$ cat src/hdl/kms_pkg.sv
// ----------------------------------------------------------------------------
// kms_pkg: shared types and constants for the k-mer minimizer stream
// Beat payloads, configuration codes, the front-to-back record, the back-end
// state type and the base decode and group reverse functions.
// ----------------------------------------------------------------------------
package kms_pkg;

  // configuration port
  localparam int unsigned CFG_IDX_W  = 8;
  localparam int unsigned CFG_DATA_W = 8;
  localparam logic [CFG_IDX_W-1:0] CFG_KMER_LENGTH   = 8'd0;
  localparam logic [CFG_IDX_W-1:0] CFG_WINDOW_LENGTH = 8'd1;

  localparam logic [5:0] KMER_LENGTH_RST   = 6'd15;
  localparam logic [4:0] WINDOW_LENGTH_RST = 5'd10;
  localparam int unsigned WINDOW_MIN = 5;
  localparam logic [5:0] KMER_MIN  = 6'd1;
  localparam logic [5:0] KMER_MAX  = 6'd32;
  localparam logic [5:0] FILL_MAX  = 6'd63;

  // front-to-back queue
  localparam int unsigned QUEUE_DEPTH = 2;

  // character codes
  localparam logic [7:0] CHAR_A_UP = 8'h41;
  localparam logic [7:0] CHAR_C_UP = 8'h43;
  localparam logic [7:0] CHAR_G_UP = 8'h47;
  localparam logic [7:0] CHAR_T_UP = 8'h54;
  localparam logic [7:0] CHAR_A_LO = 8'h61;
  localparam logic [7:0] CHAR_C_LO = 8'h63;
  localparam logic [7:0] CHAR_G_LO = 8'h67;
  localparam logic [7:0] CHAR_T_LO = 8'h74;

  localparam logic [1:0] BASE_A = 2'd0;
  localparam logic [1:0] BASE_C = 2'd1;
  localparam logic [1:0] BASE_G = 2'd2;
  localparam logic [1:0] BASE_T = 2'd3;

  typedef struct packed {
    logic       start_of_sequence;
    logic [7:0] base_char;
  } kms_in_t;

  typedef struct packed {
    logic [31:0] base_position;
    logic        kmer_valid;
    logic [63:0] canonical_kmer;
    logic        new_minimizer;
    logic [31:0] minimizer_position;
    logic [63:0] minimizer_value;
  } kms_out_t;

  typedef struct packed {
    logic [5:0] kmer_length;
    logic [4:0] window_length;
  } kms_cfg_t;

  // one classified character, front to back
  typedef struct packed {
    logic [31:0] pos;
    logic        sos;     // clear window and last minimum first
    logic        bad;     // not a base: clear track, zero result
    logic        kvalid;  // full k-mer ends here
    logic [63:0] fwd;     // forward k-mer, masked to k bases
    logic [5:0]  k;       // effective k-mer length
  } kms_rec_t;

  typedef enum logic [2:0] {
    BK_IDLE,
    BK_REV,
    BK_PUSH,
    BK_SCAN,
    BK_DECIDE,
    BK_EMIT
  } kms_state_t;

  // {ok, code}
  function automatic logic [2:0] decode_base(input logic [7:0] c);
    logic [2:0] r;
    unique case (c) inside
      CHAR_A_UP, CHAR_A_LO: r = {1'b1, BASE_A};
      CHAR_C_UP, CHAR_C_LO: r = {1'b1, BASE_C};
      CHAR_G_UP, CHAR_G_LO: r = {1'b1, BASE_G};
      CHAR_T_UP, CHAR_T_LO: r = {1'b1, BASE_T};
      default:              r = {1'b0, BASE_A};
    endcase
    return r;
  endfunction

  // clamp k to 1..32
  function automatic logic [5:0] eff_k(input logic [5:0] k);
    logic [5:0] r;
    if (k < KMER_MIN) begin
      r = KMER_MIN;
    end else if (k > KMER_MAX) begin
      r = KMER_MAX;
    end else begin
      r = k;
    end
    return r;
  endfunction

  // reverse the order of the 32 two-bit groups
  function automatic logic [63:0] rev_groups(input logic [63:0] x);
    logic [63:0] r;
    for (int i = 0; i < 32; i++) begin
      r[2*i +: 2] = x[62-2*i +: 2];
    end
    return r;
  endfunction

endpackage

$ cat src/hdl/kms_front.sv
// ----------------------------------------------------------------------------
// kms_front: character intake and classification
// Tracks position, rolling forward k-mer and fill count, and turns each
// accepted character into one record for the back end.
// ----------------------------------------------------------------------------
module kms_front (
  input  logic              clk,
  input  logic              rst_n,
  input  logic              take,      // input beat accepted this cycle
  input  kms_pkg::kms_in_t  in_item,
  input  kms_pkg::kms_cfg_t cfg,
  output kms_pkg::kms_rec_t rec
);

  logic [31:0] pos_r, pos_nxt;
  logic [63:0] roll_r, roll_nxt;
  logic [5:0]  fill_r, fill_nxt;

  logic [31:0] pos_cur;
  logic [63:0] roll_base;
  logic [5:0]  fill_base;
  logic [2:0]  dec;
  logic [5:0]  k;
  logic [63:0] kmask;

  // decode and mask
  assign dec   = kms_pkg::decode_base(in_item.base_char);
  assign k     = kms_pkg::eff_k(cfg.kmer_length);
  assign kmask = ~({64{1'b1}} << {k, 1'b0});

  // start marker restarts the track before this character
  always_comb begin
    pos_cur   = in_item.start_of_sequence ? 32'd0 : pos_r;
    roll_base = in_item.start_of_sequence ? 64'd0 : roll_r;
    fill_base = in_item.start_of_sequence ? 6'd0  : fill_r;
  end

  // rolling k-mer update
  always_comb begin
    pos_nxt  = pos_r;
    roll_nxt = roll_r;
    fill_nxt = fill_r;
    if (take) begin
      pos_nxt = pos_cur + 32'd1;
      if (!dec[2]) begin
        roll_nxt = 64'd0;
        fill_nxt = 6'd0;
      end else begin
        roll_nxt = {roll_base[61:0], dec[1:0]} & kmask;
        fill_nxt = (fill_base < kms_pkg::FILL_MAX) ? fill_base + 6'd1 : fill_base;
      end
    end
  end

  // record for the queue
  always_comb begin
    rec.pos    = pos_cur;
    rec.sos    = in_item.start_of_sequence;
    rec.bad    = !dec[2];
    rec.kvalid = dec[2] && (fill_nxt >= k);
    rec.fwd    = roll_nxt;
    rec.k      = k;
  end

  always_ff @(posedge clk) begin
    if (!rst_n) begin
      pos_r  <= 32'd0;
      roll_r <= 64'd0;
      fill_r <= 6'd0;
    end else begin
      pos_r  <= pos_nxt;
      roll_r <= roll_nxt;
      fill_r <= fill_nxt;
    end
  end

endmodule

$ cat src/hdl/kms_queue.sv
// ----------------------------------------------------------------------------
// kms_queue: short record queue between front and back
// Register queue; push when not full, pop when not empty.
// ----------------------------------------------------------------------------
module kms_queue (
  input  logic              clk,
  input  logic              rst_n,
  input  logic              push,
  input  kms_pkg::kms_rec_t push_rec,
  output logic              full,
  input  logic              pop,
  output logic              not_empty,
  output kms_pkg::kms_rec_t pop_rec
);

  localparam int unsigned DEPTH = kms_pkg::QUEUE_DEPTH;
  localparam int unsigned PW    = (DEPTH > 1) ? $clog2(DEPTH) : 1;
  localparam int unsigned CW    = $clog2(DEPTH + 1);

  kms_pkg::kms_rec_t mem_r [DEPTH];
  logic [PW-1:0] wr_r, wr_nxt, rd_r, rd_nxt;
  logic [CW-1:0] cnt_r, cnt_nxt;
  logic          do_push, do_pop;

  assign full      = (cnt_r == CW'(DEPTH));
  assign not_empty = (cnt_r != '0);
  assign pop_rec   = mem_r[rd_r];
  assign do_push   = push && !full;
  assign do_pop    = pop && not_empty;

  // pointer and count update
  always_comb begin
    wr_nxt  = wr_r;
    rd_nxt  = rd_r;
    cnt_nxt = cnt_r;
    if (do_push) begin
      wr_nxt = (wr_r == PW'(DEPTH - 1)) ? '0 : wr_r + 1'b1;
    end
    if (do_pop) begin
      rd_nxt = (rd_r == PW'(DEPTH - 1)) ? '0 : rd_r + 1'b1;
    end
    if (do_push && !do_pop) begin
      cnt_nxt = cnt_r + 1'b1;
    end else if (do_pop && !do_push) begin
      cnt_nxt = cnt_r - 1'b1;
    end
  end

  always_ff @(posedge clk) begin
    if (!rst_n) begin
      wr_r  <= '0;
      rd_r  <= '0;
      cnt_r <= '0;
    end else begin
      wr_r  <= wr_nxt;
      rd_r  <= rd_nxt;
      cnt_r <= cnt_nxt;
    end
  end

  // storage
  always_ff @(posedge clk) begin
    if (do_push) begin
      mem_r[wr_r] <= push_rec;
    end
  end

endmodule

$ cat src/hdl/kms_back.sv
// ----------------------------------------------------------------------------
// kms_back: canonical form, window and minimizer selection
// Takes one record at a time: reverse complement, window shift, a serial
// scan for the minimum from the oldest entry, and the output register.
// ----------------------------------------------------------------------------
module kms_back #(
  parameter int unsigned MAX_WINDOW = 16
) (
  input  logic              clk,
  input  logic              rst_n,
  input  kms_pkg::kms_cfg_t cfg,
  input  logic              q_valid,
  input  kms_pkg::kms_rec_t q_rec,
  output logic              q_pop,
  output logic              out_valid,
  input  logic              out_ready,
  output kms_pkg::kms_out_t out_data
);

  localparam int unsigned IW = $clog2(MAX_WINDOW);
  localparam int unsigned CW = $clog2(MAX_WINDOW + 1);

  kms_pkg::kms_state_t state_r, state_nxt;

  kms_pkg::kms_rec_t rec_r, rec_nxt;
  logic [63:0] rc_r, rc_nxt;
  logic [63:0] canon_r, canon_nxt;
  logic [63:0] win_val_r [MAX_WINDOW];
  logic [63:0] win_val_nxt [MAX_WINDOW];
  logic [31:0] win_pos_r [MAX_WINDOW];
  logic [31:0] win_pos_nxt [MAX_WINDOW];
  logic [CW-1:0] cnt_r, cnt_nxt;
  logic [63:0] last_min_r, last_min_nxt;
  logic [IW-1:0] idx_r, idx_nxt;
  logic [63:0] mv_r, mv_nxt;
  logic [31:0] mp_r, mp_nxt;
  logic        newmin_r, newmin_nxt;
  logic        out_valid_r, out_valid_nxt;
  kms_pkg::kms_out_t out_data_r, out_data_nxt;

  logic [CW-1:0] w_eff;
  logic [IW-1:0] w_last;
  logic [CW-1:0] cnt_inc;
  logic [63:0]   canon_cur;
  logic [63:0]   scan_val;
  logic          scan_take;
  logic          out_free;

  // effective window length
  always_comb begin
    if (cfg.window_length < 5'(kms_pkg::WINDOW_MIN)) begin
      w_eff = CW'(kms_pkg::WINDOW_MIN);
    end else if (32'(cfg.window_length) > 32'(MAX_WINDOW)) begin
      w_eff = CW'(MAX_WINDOW);
    end else begin
      w_eff = CW'(cfg.window_length);
    end
  end

  assign w_last    = IW'(w_eff - 1'b1);
  assign cnt_inc   = (cnt_r < CW'(MAX_WINDOW)) ? cnt_r + 1'b1 : cnt_r;
  assign canon_cur = (rc_r < rec_r.fwd) ? rc_r : rec_r.fwd;
  assign scan_val  = win_val_r[idx_r];
  assign scan_take = (idx_r == w_last) || (scan_val < mv_r);
  assign out_free  = !out_valid_r || out_ready;

  // next state
  always_comb begin
    state_nxt = state_r;
    unique case (state_r)
      kms_pkg::BK_IDLE: begin
        if (q_valid) begin
          state_nxt = q_rec.kvalid ? kms_pkg::BK_REV : kms_pkg::BK_EMIT;
        end
      end
      kms_pkg::BK_REV: begin
        state_nxt = kms_pkg::BK_PUSH;
      end
      kms_pkg::BK_PUSH: begin
        state_nxt = (cnt_inc >= w_eff) ? kms_pkg::BK_SCAN : kms_pkg::BK_EMIT;
      end
      kms_pkg::BK_SCAN: begin
        if (idx_r == '0) begin
          state_nxt = kms_pkg::BK_DECIDE;
        end
      end
      kms_pkg::BK_DECIDE: begin
        state_nxt = kms_pkg::BK_EMIT;
      end
      kms_pkg::BK_EMIT: begin
        if (out_free) begin
          state_nxt = kms_pkg::BK_IDLE;
        end
      end
      default: begin
        state_nxt = kms_pkg::BK_IDLE;
      end
    endcase
  end

  // datapath and outputs
  always_comb begin
    q_pop        = 1'b0;
    rec_nxt      = rec_r;
    rc_nxt       = rc_r;
    canon_nxt    = canon_r;
    win_val_nxt  = win_val_r;
    win_pos_nxt  = win_pos_r;
    cnt_nxt      = cnt_r;
    last_min_nxt = last_min_r;
    idx_nxt      = idx_r;
    mv_nxt       = mv_r;
    mp_nxt       = mp_r;
    newmin_nxt   = newmin_r;
    out_data_nxt = out_data_r;
    out_valid_nxt = out_valid_r && !out_ready;
    unique case (state_r)
      kms_pkg::BK_IDLE: begin
        if (q_valid) begin
          q_pop      = 1'b1;
          rec_nxt    = q_rec;
          newmin_nxt = 1'b0;
          if (q_rec.sos || q_rec.bad) begin
            cnt_nxt      = '0;
            last_min_nxt = '1;
          end
        end
      end
      kms_pkg::BK_REV: begin
        rc_nxt = kms_pkg::rev_groups(~rec_r.fwd) >> (7'd64 - {rec_r.k, 1'b0});
      end
      kms_pkg::BK_PUSH: begin
        // newest entry at index zero
        for (int i = 1; i < int'(MAX_WINDOW); i++) begin
          win_val_nxt[i] = win_val_r[i-1];
          win_pos_nxt[i] = win_pos_r[i-1];
        end
        win_val_nxt[0] = canon_cur;
        win_pos_nxt[0] = rec_r.pos;
        canon_nxt      = canon_cur;
        cnt_nxt        = cnt_inc;
        idx_nxt        = w_last;
      end
      kms_pkg::BK_SCAN: begin
        // oldest first, strict less keeps the earliest on ties
        if (scan_take) begin
          mv_nxt = scan_val;
          mp_nxt = win_pos_r[idx_r];
        end
        if (idx_r != '0) begin
          idx_nxt = idx_r - 1'b1;
        end
      end
      kms_pkg::BK_DECIDE: begin
        if (mv_r != last_min_r) begin
          last_min_nxt = mv_r;
          newmin_nxt   = 1'b1;
        end
      end
      kms_pkg::BK_EMIT: begin
        if (out_free) begin
          out_valid_nxt                   = 1'b1;
          out_data_nxt.base_position      = rec_r.pos;
          out_data_nxt.kmer_valid         = rec_r.kvalid;
          out_data_nxt.canonical_kmer     = rec_r.kvalid ? canon_r : 64'd0;
          out_data_nxt.new_minimizer      = newmin_r;
          out_data_nxt.minimizer_position = newmin_r ? mp_r : 32'd0;
          out_data_nxt.minimizer_value    = newmin_r ? mv_r : 64'd0;
        end
      end
      default: begin
        q_pop = 1'b0;
      end
    endcase
  end

  assign out_valid = out_valid_r;
  assign out_data  = out_data_r;

  // control registers
  always_ff @(posedge clk) begin
    if (!rst_n) begin
      state_r     <= kms_pkg::BK_IDLE;
      cnt_r       <= '0;
      last_min_r  <= '1;
      out_valid_r <= 1'b0;
    end else begin
      state_r     <= state_nxt;
      cnt_r       <= cnt_nxt;
      last_min_r  <= last_min_nxt;
      out_valid_r <= out_valid_nxt;
    end
  end

  // payload registers
  always_ff @(posedge clk) begin
    rec_r      <= rec_nxt;
    rc_r       <= rc_nxt;
    canon_r    <= canon_nxt;
    win_val_r  <= win_val_nxt;
    win_pos_r  <= win_pos_nxt;
    idx_r      <= idx_nxt;
    mv_r       <= mv_nxt;
    mp_r       <= mp_nxt;
    newmin_r   <= newmin_nxt;
    out_data_r <= out_data_nxt;
  end

endmodule

$ cat src/hdl/kmer_minimizer_stream.sv
// A beat that ends no full k-mer goes from IDLE to EMIT in the back end; one
// that ends a k-mer passes IDLE, REV and PUSH, then EMIT while the window
// fills, or SCAN and DECIDE before EMIT once the window (w k-mers) is full,
// the serial minimum scan taking one entry per cycle. The next record is
// popped after EMIT. A 2-entry queue lets intake run ahead.
// Synchronous active-low reset clears all control state, registers 15 and 10.
// ----------------------------------------------------------------------------
// kmer_minimizer_stream: streaming canonical k-mer minimizer selection
// Configuration registers, front intake, record queue and back end.
// ----------------------------------------------------------------------------
module kmer_minimizer_stream #(
  parameter int unsigned MAX_WINDOW = 16
) (
  input  logic                             clk,
  input  logic                             rst_n,
  input  logic                             in_valid,
  output logic                             in_ready,
  input  kms_pkg::kms_in_t                 in_data,
  output logic                             out_valid,
  input  logic                             out_ready,
  output kms_pkg::kms_out_t                out_data,
  input  logic                             cfg_valid,
  output logic                             cfg_ready,
  input  logic [kms_pkg::CFG_IDX_W-1:0]    cfg_index,
  input  logic [kms_pkg::CFG_DATA_W-1:0]   cfg_data
);

  kms_pkg::kms_cfg_t cfg_r, cfg_nxt;
  kms_pkg::kms_rec_t front_rec, q_rec;
  logic q_full, q_valid, q_pop, take;

  assign cfg_ready = 1'b1;
  assign in_ready  = !q_full;
  assign take      = in_valid && in_ready;

  // register writes
  always_comb begin
    cfg_nxt = cfg_r;
    if (cfg_valid) begin
      case (cfg_index)
        kms_pkg::CFG_KMER_LENGTH:   cfg_nxt.kmer_length   = cfg_data[5:0];
        kms_pkg::CFG_WINDOW_LENGTH: cfg_nxt.window_length = cfg_data[4:0];
        default:                    cfg_nxt = cfg_r;
      endcase
    end
  end

  always_ff @(posedge clk) begin
    if (!rst_n) begin
      cfg_r.kmer_length   <= kms_pkg::KMER_LENGTH_RST;
      cfg_r.window_length <= kms_pkg::WINDOW_LENGTH_RST;
    end else begin
      cfg_r <= cfg_nxt;
    end
  end

  kms_front u_front (
    .clk     (clk),
    .rst_n   (rst_n),
    .take    (take),
    .in_item (in_data),
    .cfg     (cfg_r),
    .rec     (front_rec)
  );

  kms_queue u_queue (
    .clk       (clk),
    .rst_n     (rst_n),
    .push      (take),
    .push_rec  (front_rec),
    .full      (q_full),
    .pop       (q_pop),
    .not_empty (q_valid),
    .pop_rec   (q_rec)
  );

  kms_back #(
    .MAX_WINDOW (MAX_WINDOW)
  ) u_back (
    .clk       (clk),
    .rst_n     (rst_n),
    .cfg       (cfg_r),
    .q_valid   (q_valid),
    .q_rec     (q_rec),
    .q_pop     (q_pop),
    .out_valid (out_valid),
    .out_ready (out_ready),
    .out_data  (out_data)
  );

  // no k-mer, no minimizer
  a_no_kmer_no_min: assert property (@(posedge clk) disable iff (!rst_n)
    out_valid && !out_data.kmer_valid |->
      !out_data.new_minimizer && out_data.canonical_kmer == 64'd0)
    else $error("minimizer or k-mer value on a beat without a k-mer");

  // newest k-mer is inside the window, so the minimum cannot exceed it
  a_min_bound: assert property (@(posedge clk) disable iff (!rst_n)
    out_valid && out_data.new_minimizer |->
      out_data.minimizer_value <= out_data.canonical_kmer)
    else $error("minimizer larger than the newest k-mer");

  // minimizer fields zero unless a new minimizer is reported
  a_min_zero: assert property (@(posedge clk) disable iff (!rst_n)
    out_valid && !out_data.new_minimizer |->
      out_data.minimizer_value == 64'd0 && out_data.minimizer_position == 32'd0)
    else $error("stale minimizer fields");

endmodule

$ cat config.mk
export PLATFORM = sky130hd
export DESIGN_NAME = kmer_minimizer_stream
export DESIGN_NICKNAME = d
export VERILOG_FILES = /design/src/hdl/kms_pkg.sv /design/src/hdl/kms_front.sv /design/src/hdl/kms_queue.sv /design/src/hdl/kms_back.sv /design/src/hdl/kmer_minimizer_stream.sv
export SDC_FILE = /design/constraint.sdc
export NUM_CORES = 2
export LEC_CHECK = 0
export ABC_CLOCK_PERIOD_IN_PS = 61200
export BUFFER_PORTS_ARGS = -buffer_cell sky130_fd_sc_hd__clkbuf_2
export CORE_ASPECT_RATIO = 1.25
export CORE_MARGIN = 2
export CORE_UTILIZATION = 64
export CTS_BUF_LIST = sky130_fd_sc_hd__clkbuf_8
export DETAILED_ROUTE_END_ITERATION = 10
export PLACE_DENSITY = 0.84
export SLEW_MARGIN = 5
export SYNTH_ARGS = -nofsm -noshare
export SYNTH_HDL_FRONTEND = slang
export SYNTH_HIERARCHICAL = 1
export SYNTH_SLANG_ARGS = --single-unit
export TNS_END_PERCENT = 100
$ cat constraint.sdc
create_clock -name clk -period 61.2 [get_ports clk]
set_input_delay 3.06 -clock clk [delete_from_list [all_inputs] [get_ports clk]]
set_output_delay 3.06 -clock clk [all_outputs]
set_load 0.02 [all_outputs]
Word level (Yosys, flattened, before mapping) --
Memory sizes are Yosys's and may differ from the RTL's. A register that Yosys moved wholly into a read port is not among the register bits. Cells that the tools add are included.
Cells by class: bitwise logic cells 4, equal/unequal tests 23, reduce and logical (&&, ||, !) cells 39, shift operators 2, add/sub/neg operators 10, muxes and demuxes 51, $lt $le $gt $ge 11
Operators with widths (count):
- $mux 64 | 8
- $bmux 64 s4 | 1
- $bmux 32 s4 | 1
- $lt 64x64->1 | 2
- $not 64->64 | 2
- $pmux 64 s2 | 1
- $mux 32 | 3
- $and 64x64->64 | 1
- $eq 8x7->1 const B | 8
- $ne 64x64->1 | 1
- $shl 64x7->64 const A | 1
- $shr 64x7->64 | 1
- $mux 62 | 1
- $mux 6 | 6
- $add 32x1->32 const B | 1
- $mux 5 | 5
- $pmux 3 s6 | 1
- $mux 3 | 5
- $mux 1 | 12
- $pmux 3 s4 | 1
- $reduce_and 2->1 | 6
- $ne 2x1->1 const B | 5
- $pmux 5 s2 | 1
- $reduce_bool 2->1 | 5
- 38 further kinds | 61
Storage, ports and cells: bits in writable memories 210, input bits 30, word-level logic and storage cells 200, memories kept 1, bits in registers 2188, output and inout bits 197
Memory list:
- u_queue.mem_r | depth 2, bits a word 105, read ports 1, clocked after Yosys merged registers in 1, wr ports 1, line kms_queue.sv:20 | kms_pkg::kms_rec_t mem_r [DEPTH];

Logic depth before layout (Yosys ltp) --
depth in word-level cells 8, mapped depth 17, depth with buffers taken out 14

Modules after synthesis --
The synthesis kept the hierarchy.
Modules (own cells, without submodules):
- kms_back | times used 1, cells an instance 4892, seq. area each 61458.9 µm², area an instance 84315.9 µm²
- kms_queue | times used 1, cells an instance 352, seq. area each 6406.1 µm², area an instance 8064.0 µm²
- kms_front | times used 1, cells an instance 730, seq. area each 2042.0 µm², area an instance 5539.1 µm²
- kmer_minimizer_stream | times used 1, cells an instance 54, seq. area each 220.2 µm², area an instance 511.7 µm²

Least setup slack after synthesis --
OpenSTA, ideal clock, no wires.
path kind flip-flop to flip-flop, start point register u_back.state_r[1], end point register u_back.cnt_r[1], required time 61.024 ns, setup slack 14.526 ns, period minus slack after synthesis 46.674 ns, arrival 46.497 ns, buffers on the path 2, stages on the path, launching flop included 7, setup time 0.176 ns, cells stage by stage dfxtp_1 clkbuf_1 nor2b_1 nor2b_1 clkbuf_1 a22oi_1 nor2_1
Between the ends: longest elaborated chain between the ends 3, elaborated cells between the ends (all ways) 7, classes of those cells 3 x eq/ne; 1 x mux; 3 x reduce/logical
Ends and longest elaborated chain:
- start: declaration | line kms_back.sv:23 | kms_pkg::kms_state_t state_r, state_nxt;
- start signal: assignment | line kms_back.sv:183 | state_r <= kms_pkg::BK_IDLE;
- start signal: assignment | line kms_back.sv:188 | state_r <= state_nxt;
- $logic_not 3->1 / $eq 3x2->1 (equally long branches) | line kms_back.sv:117 | unique case (state_r)
- $ne 2x1->1 (no source line), or another cell as far along
- $reduce_and 3->1 (no source line)
- end signal: assignment | line kms_back.sv:189 | cnt_r <= cnt_nxt;
- end: declaration | line kms_back.sv:32 | logic [CW-1:0] cnt_r, cnt_nxt;
Several ways; a longest one is shown, not always the timed one. A chain may end at the register's enable or synchronous reset.

Worst setup path after layout --
start point register u_back.idx_r[0], end point register u_back.mp_r[24], enable pin
Between the ends: longest elaborated chain between the ends 7, elaborated cells between the ends (all ways) 8, classes of those cells 1 x order compare; 1 x eq/ne; 3 x mux; 1 x bitwise; 2 x reduce/logical
Ends and longest elaborated chain:
- start: declaration | line kms_back.sv:34 | logic [IW-1:0] idx_r, idx_nxt;
- start signal: assignment | line kms_back.sv:202 | idx_r <= idx_nxt;
- $not 4->5 (not written as such) | line kms_back.sv:63 | assign scan_val = win_val_r[idx_r];
- $bmux 64 s4 | line kms_back.sv:63
- $mux 64 (not written as such) (2 in series) | line kms_back.sv:63
- net u_back.scan_val[21] | line kms_back.sv:45 | logic [63:0] scan_val;
- $lt 64x64->1 | line kms_back.sv:64 | assign scan_take = (idx_r == w_last) || (scan_val < mv_r);
- $logic_or 1x1->1 | line kms_back.sv:64
- $reduce_and 2->1 (no source line)
- end signal: assignment | line kms_back.sv:204 | mp_r <= mp_nxt;
- end: declaration | line kms_back.sv:36 | logic [31:0] mp_r, mp_nxt;
The timed path passes the listed nets, and every way through them passes these cells. The select of a mux whose other input is x is not followed.

==> flow_summary.rst <==
.. list-table::
   :header-rows: 1

   * - Metric
     - Value
   * - Outcome
     - finished, final reports clean
   * - Number of antenna violations at the first check in global routing
     - 18
   * - Final setup violation count
     - 0
   * - Overall power consumption
     - 0.004410 W
   * - Start of the worst register-to-register path
     - u_back/idx_r[0]
   * - Number of filler instances in the final layout
     - 9042
   * - Slowest library cell on the worst path
     - edfxtp_1
   * - Total of hold buffers inserted after clock tree synthesis
     - 0
   * - Starting DRC count in detailed routing
     - 6325
   * - Nature of the critical path startpoint
     - register
   * - Number of synthesized register bits
     - 2399
   * - Final worst path period need
     - 8.273 ns
   * - Cell Count, Final, Fillers Out
     - 8646
   * - CP top delay family
     - compound AO/OA/AOI/OAI gates
   * - Crit Path Category
     - reg -> reg
   * - Hold-critical path endpoint
     - u_back/win_pos_r[157]
   * - Chip width
     - 354.8 um
   * - Row count
     - 160
   * - Antenna Nets Post-Route
     - 0
   * - Portion of the clock cycle consumed by the worst path in the final layout
     - 13.52%
   * - Worst path buffer plus inverter count
     - 4
   * - Remaining routing DRC violations
     - 0
   * - Weighted congestion reported at the end of routability-driven placement
     - 0.9379
   * - Worst Skew
     - 0.09906 ns
   * - Cell internal pwr
     - 0.003087 W
   * - Flip-flop cell with the highest count after synthesis
     - edfxtp_1
   * - Cell count of the worst hold path
     - 0
   * - Maxcap violations
     - 0
   * - Share of cells above drive strength 1
     - 19.56%
   * - Number of primary I/O pins
     - 227
   * - Achievable frequency
     - 0.1209 GHz
   * - Power per unit of standard cell area
     - 40.83 nW/um2
   * - CTS Buffer Depth
     - 4
   * - Vertical die dimension
     - 442.5 um
   * - Critical path peak fanout
     - 48
   * - Cts bufs inserted
     - 359
   * - Worst IR drop on VDD
     - 0.03267 mV
   * - Slack of the worst reg-to-reg path
     - 52.93 ns
   * - Slew at the pin with the worst max-slew slack
     - 1.262 ns
   * - End of the worst register-to-register path
     - u_back/mp_r[24]
   * - Detailed placer's ending HPWL
     - 140800 um
   * - CTS tree
     - done
   * - Switching Share
     - 30.01%
   * - Mean Syn Cell Area
     - 16.33 um2
   * - Number of clock sinks
     - 2399
   * - Net count reported at finish
     - 6523
   * - H-Tree Depth
     - 5
   * - Cell-by-cell trace of the critical path
     - buf_4 -> buf_4 -> buf_4 -> mux2_2 -> o21ai_0 -> a21oi_1 -> a22oi_1 -> o21ai_0 -> ha_1 -> a2111oi_0 -> o21ai_0 -> a22o_1 -> a211oi_1 -> o221a_2 -> o211ai_1 -> a21oi_4 -> buf_4
   * - Average routed wire per standard cell
     - 26.07 um
   * - Number of global-route vias before repair
     - 56100
   * - Clock group share of total power
     - 27.6%
   * - Vias after detailed routing
     - 56110
   * - Ys Warns
     - 6
   * - Number of cells on the worst reg-to-reg path
     - 17
   * - Final global-route overflow total
     - 0
   * - Fin worst setup slack
     - 52.93 ns
   * - Pin count of the biggest net entering global routing
     - 215
   * - Required @ worst endpoint
     - 61.81 ns
   * - Hold Violations, Final
     - 0
   * - Number of distinct library cells after synthesis
     - 88
   * - Hold Slack
     - 0.4007 ns
   * - CTS clk-pin slew, worst paths
     - 0.07 ns
   * - Area added between synthesis and finish
     - 9.741%
   * - Sequential fraction of the synthesis area
     - 71.25%
   * - Average via count per standard cell
     - 6.489
   * - Count of instances resized after the clock tree is built
     - 0
   * - Ys async rst share
     - 0%
   * - Gr usage total
     - 28.50%
   * - Slew headroom
     - 15.61%
   * - Worst path max stage delay
     - 0.98 ns
   * - Sequential share of power
     - 53.4%
   * - Cell count after synthesis
     - 6028
   * - Worst slack, placed
     - 52.89 ns
   * - Part of the power in combinational logic
     - 19.1%
   * - Net Switching
     - 0.001324 W
   * - DP Cell Count
     - 8013
   * - Category of the worst setup path capture point
     - register
   * - Starting utilization of the core area
     - 64.61%
   * - Wire length of the first global-routing pass
     - 338400 um
   * - Port-buffer cells
     - 222
   * - Detailed Routing Iterations Pass 1
     - 6
   * - Accumulated negative setup slack
     - 0 ns
   * - Full die area
     - 157000 um2
   * - Final count of pins violating max slew
     - 0
   * - Standby leakage power
     - 38.42 nW
   * - Post-CTS setup-driven buffer insertion count
     - 0
   * - Post-synthesis instance area
     - 98430 um2
   * - Data arrival time at the worst-slack endpoint
     - 8.88 ns
   * - Syn_nets
     - 6202
   * - Launch point of the worst hold path
     - u_back/win_pos_r[189]
   * - RSZ-0062 raised after global routing
     - false
   * - Insertion delay of the later-clocked pin in the worst-skew pair
     - 1.07 ns
   * - Number of enable-type register cells in the synthesized netlist
     - 2208
   * - Dominant cell type by count on the critical path
     - buf_4
   * - Min-delay worst type
     - reg -> reg
   * - Sum of routed wire length over all layers
     - 225400 um
   * - Clock root buffer master
     - clkbuf_8
   * - Core Area
     - 152300 um2
==> cells in the mapped netlist, types with 100 or more instances <==
cell	instances	share of area, %
inv_1	152	0.58
mux2i_1	363	3.7
a21oi_1	206	1.0
a22oi_1	100	0.76
nor2_1	246	0.94
mux4_2	220	5.0
edfxtp_1	2208	67
clkbuf_1	237	0.90
and2_1	176	1.1
dfxtp_1	191	3.9
nand2_1	304	1.2
ha_1	144	1.8
o21ai_0	325	1.7
mux2_2	213	2.4
==> logic make-up (layout without fill, tap and decap cells) <==
| group | count (synthesis) | in the layout | share of synthesized area (%) |
|---|---|---|---|
| mux | 856 | 856 | 12.04 |
| fa+ha+maj | 144 | 144 | 1.830 |
| simple gates | 968 | 968 | 4.801 |
| flops | 2399 | 2399 | 71.25 |
| xor+xnor | 98 | 98 | 0.8720 |
| other cells | 1 | 7 | 0.003810 |
| buf+inv | 498 | 1085 | 2.111 |
| compound gates | 1064 | 1064 | 7.097 |
==> worst register-to-register path: stages, from the launching register on <==
cell and delay (ns):
edfxtp_1 0.98, buf_4 0.70, buf_4 0.80, buf_4 0.61, mux2_2 0.42, o21ai_0 0.14
a21oi_1 0.07, a22oi_1 0.18, o21ai_0 0.24, ha_1 0.32, a2111oi_0 0.40, o21ai_0 0.17
a22o_1 0.24, a211oi_1 0.43, o221a_2 0.31, o211ai_1 0.22, a21oi_4 0.81, buf_4 0.79
==> per-stage QoR <==
| stage | util, % | area, um2 |
|---|---|---|
| detailed placement | 66.61 | 101500 |
| floorplan | - | 98430 |
| global route | 70.90 | 108000 |
| finish | 70.90 | 108000 |
| global placement | 66.61 | 101500 |
| CTS | 70.89 | 108000 |
==> layout make-up <==
class / count / area, um2 / share of cell area [%]
Tap cell: 2025 / 2534 / 2.346
Clock buffer: 383 / 5271 / 4.880
Inverter: 156 / 585.6 / 0.5421
Antenna cell: 6 / 15.01 / 0.01390
Sequential cell: 2399 / 70130 / 64.92
Timing Repair Buffer: 302 / 1839 / 1.703
Clock inverter: 244 / 1257 / 1.164
Multi-Input combinational cell: 3131 / 26390 / 24.43
==> worst max path at each step <==
stage	start	to	slack [ns]	depth (start not counted)
6_report	u_back/idx_r[0]	u_back/mp_r[24]	52.93	17
5_1_grt	u_back/idx_r[0]	u_back/mp_r[24]	52.60	17
4_1_cts	u_back/idx_r[0]	u_back/mp_r[24]	52.85	17
3_5_place_dp	u_back/idx_r[0]	u_back/mp_r[8]	52.89	17
3_3_place_gp	u_back/idx_r[0]	u_back/mp_r[26]	53.02	17
2_1_floorplan	u_back/state_r[1]	u_back/cnt_r[1]	14.53	6
==> registers in the layout, indices dropped and copies added, names as in the netlist, 3 cells and up, named ones only <==
| signal | count |
|---|---|
| u_back/rc_r | 64 |
| u_back/mv_r | 64 |
| u_back/mp_r | 32 |
| u_back/last_min_r | 64 |
| u_back/idx_r | 4 |
| u_front/fill_r | 6 |
| u_queue/mem_r | 210 |
| u_front/roll_r | 64 |
| u_back/state_r | 3 |
| cfg_r | 11 |
| u_back/cnt_r | 5 |
| u_back/win_pos_r | 512 |
| u_front/pos_r | 32 |
| u_back/out_data | 194 |
| u_back/win_val_r | 1024 |
| u_back/rec_r | 103 |
==> power by group through the flow <==
stage,Sequential (W),Combinational [W],Clock (W)
floorplan,0.00270,0.000583,0
global placement,0.00235,0.000803,0
detailed placement,0.00238,0.000829,0
CTS,0.00235,0.000834,0.00124
global route,0.00237,0.000899,0.00130
finish,0.00235,0.000841,0.00122
==> layout by cell type, fill, tap and decap left out, drive strengths merged, types with 33 or more instances in the layout <==
cell     instances
edfxtp        2208
clkbuf         604
mux2i          363
o21ai          327
nand2          304
mux2           273
inv            251
nor2           247
mux4           220
a21oi          206
dfxtp          191
and2           177
ha             144
clkinv         134
a22oi          100
a221oi          97
buf             81
a211oi          77
xor2            71
a41oi           65
o2bb2ai         61
nor2b           50
nand4           38
nand3           34
nor3            33
==> routing by layer <==
layer  vias to the layer above  track usage [%]  wire length (um)
li1                      24330                -                 -
met1                     28240            38.97             85960
met3                       432            5.113             20130
met2                      3109            45.75            110400
met5                         -                0                 0
met4                         0            11.74              8877
No activity file was read; power rests on OpenSTA's default activity.
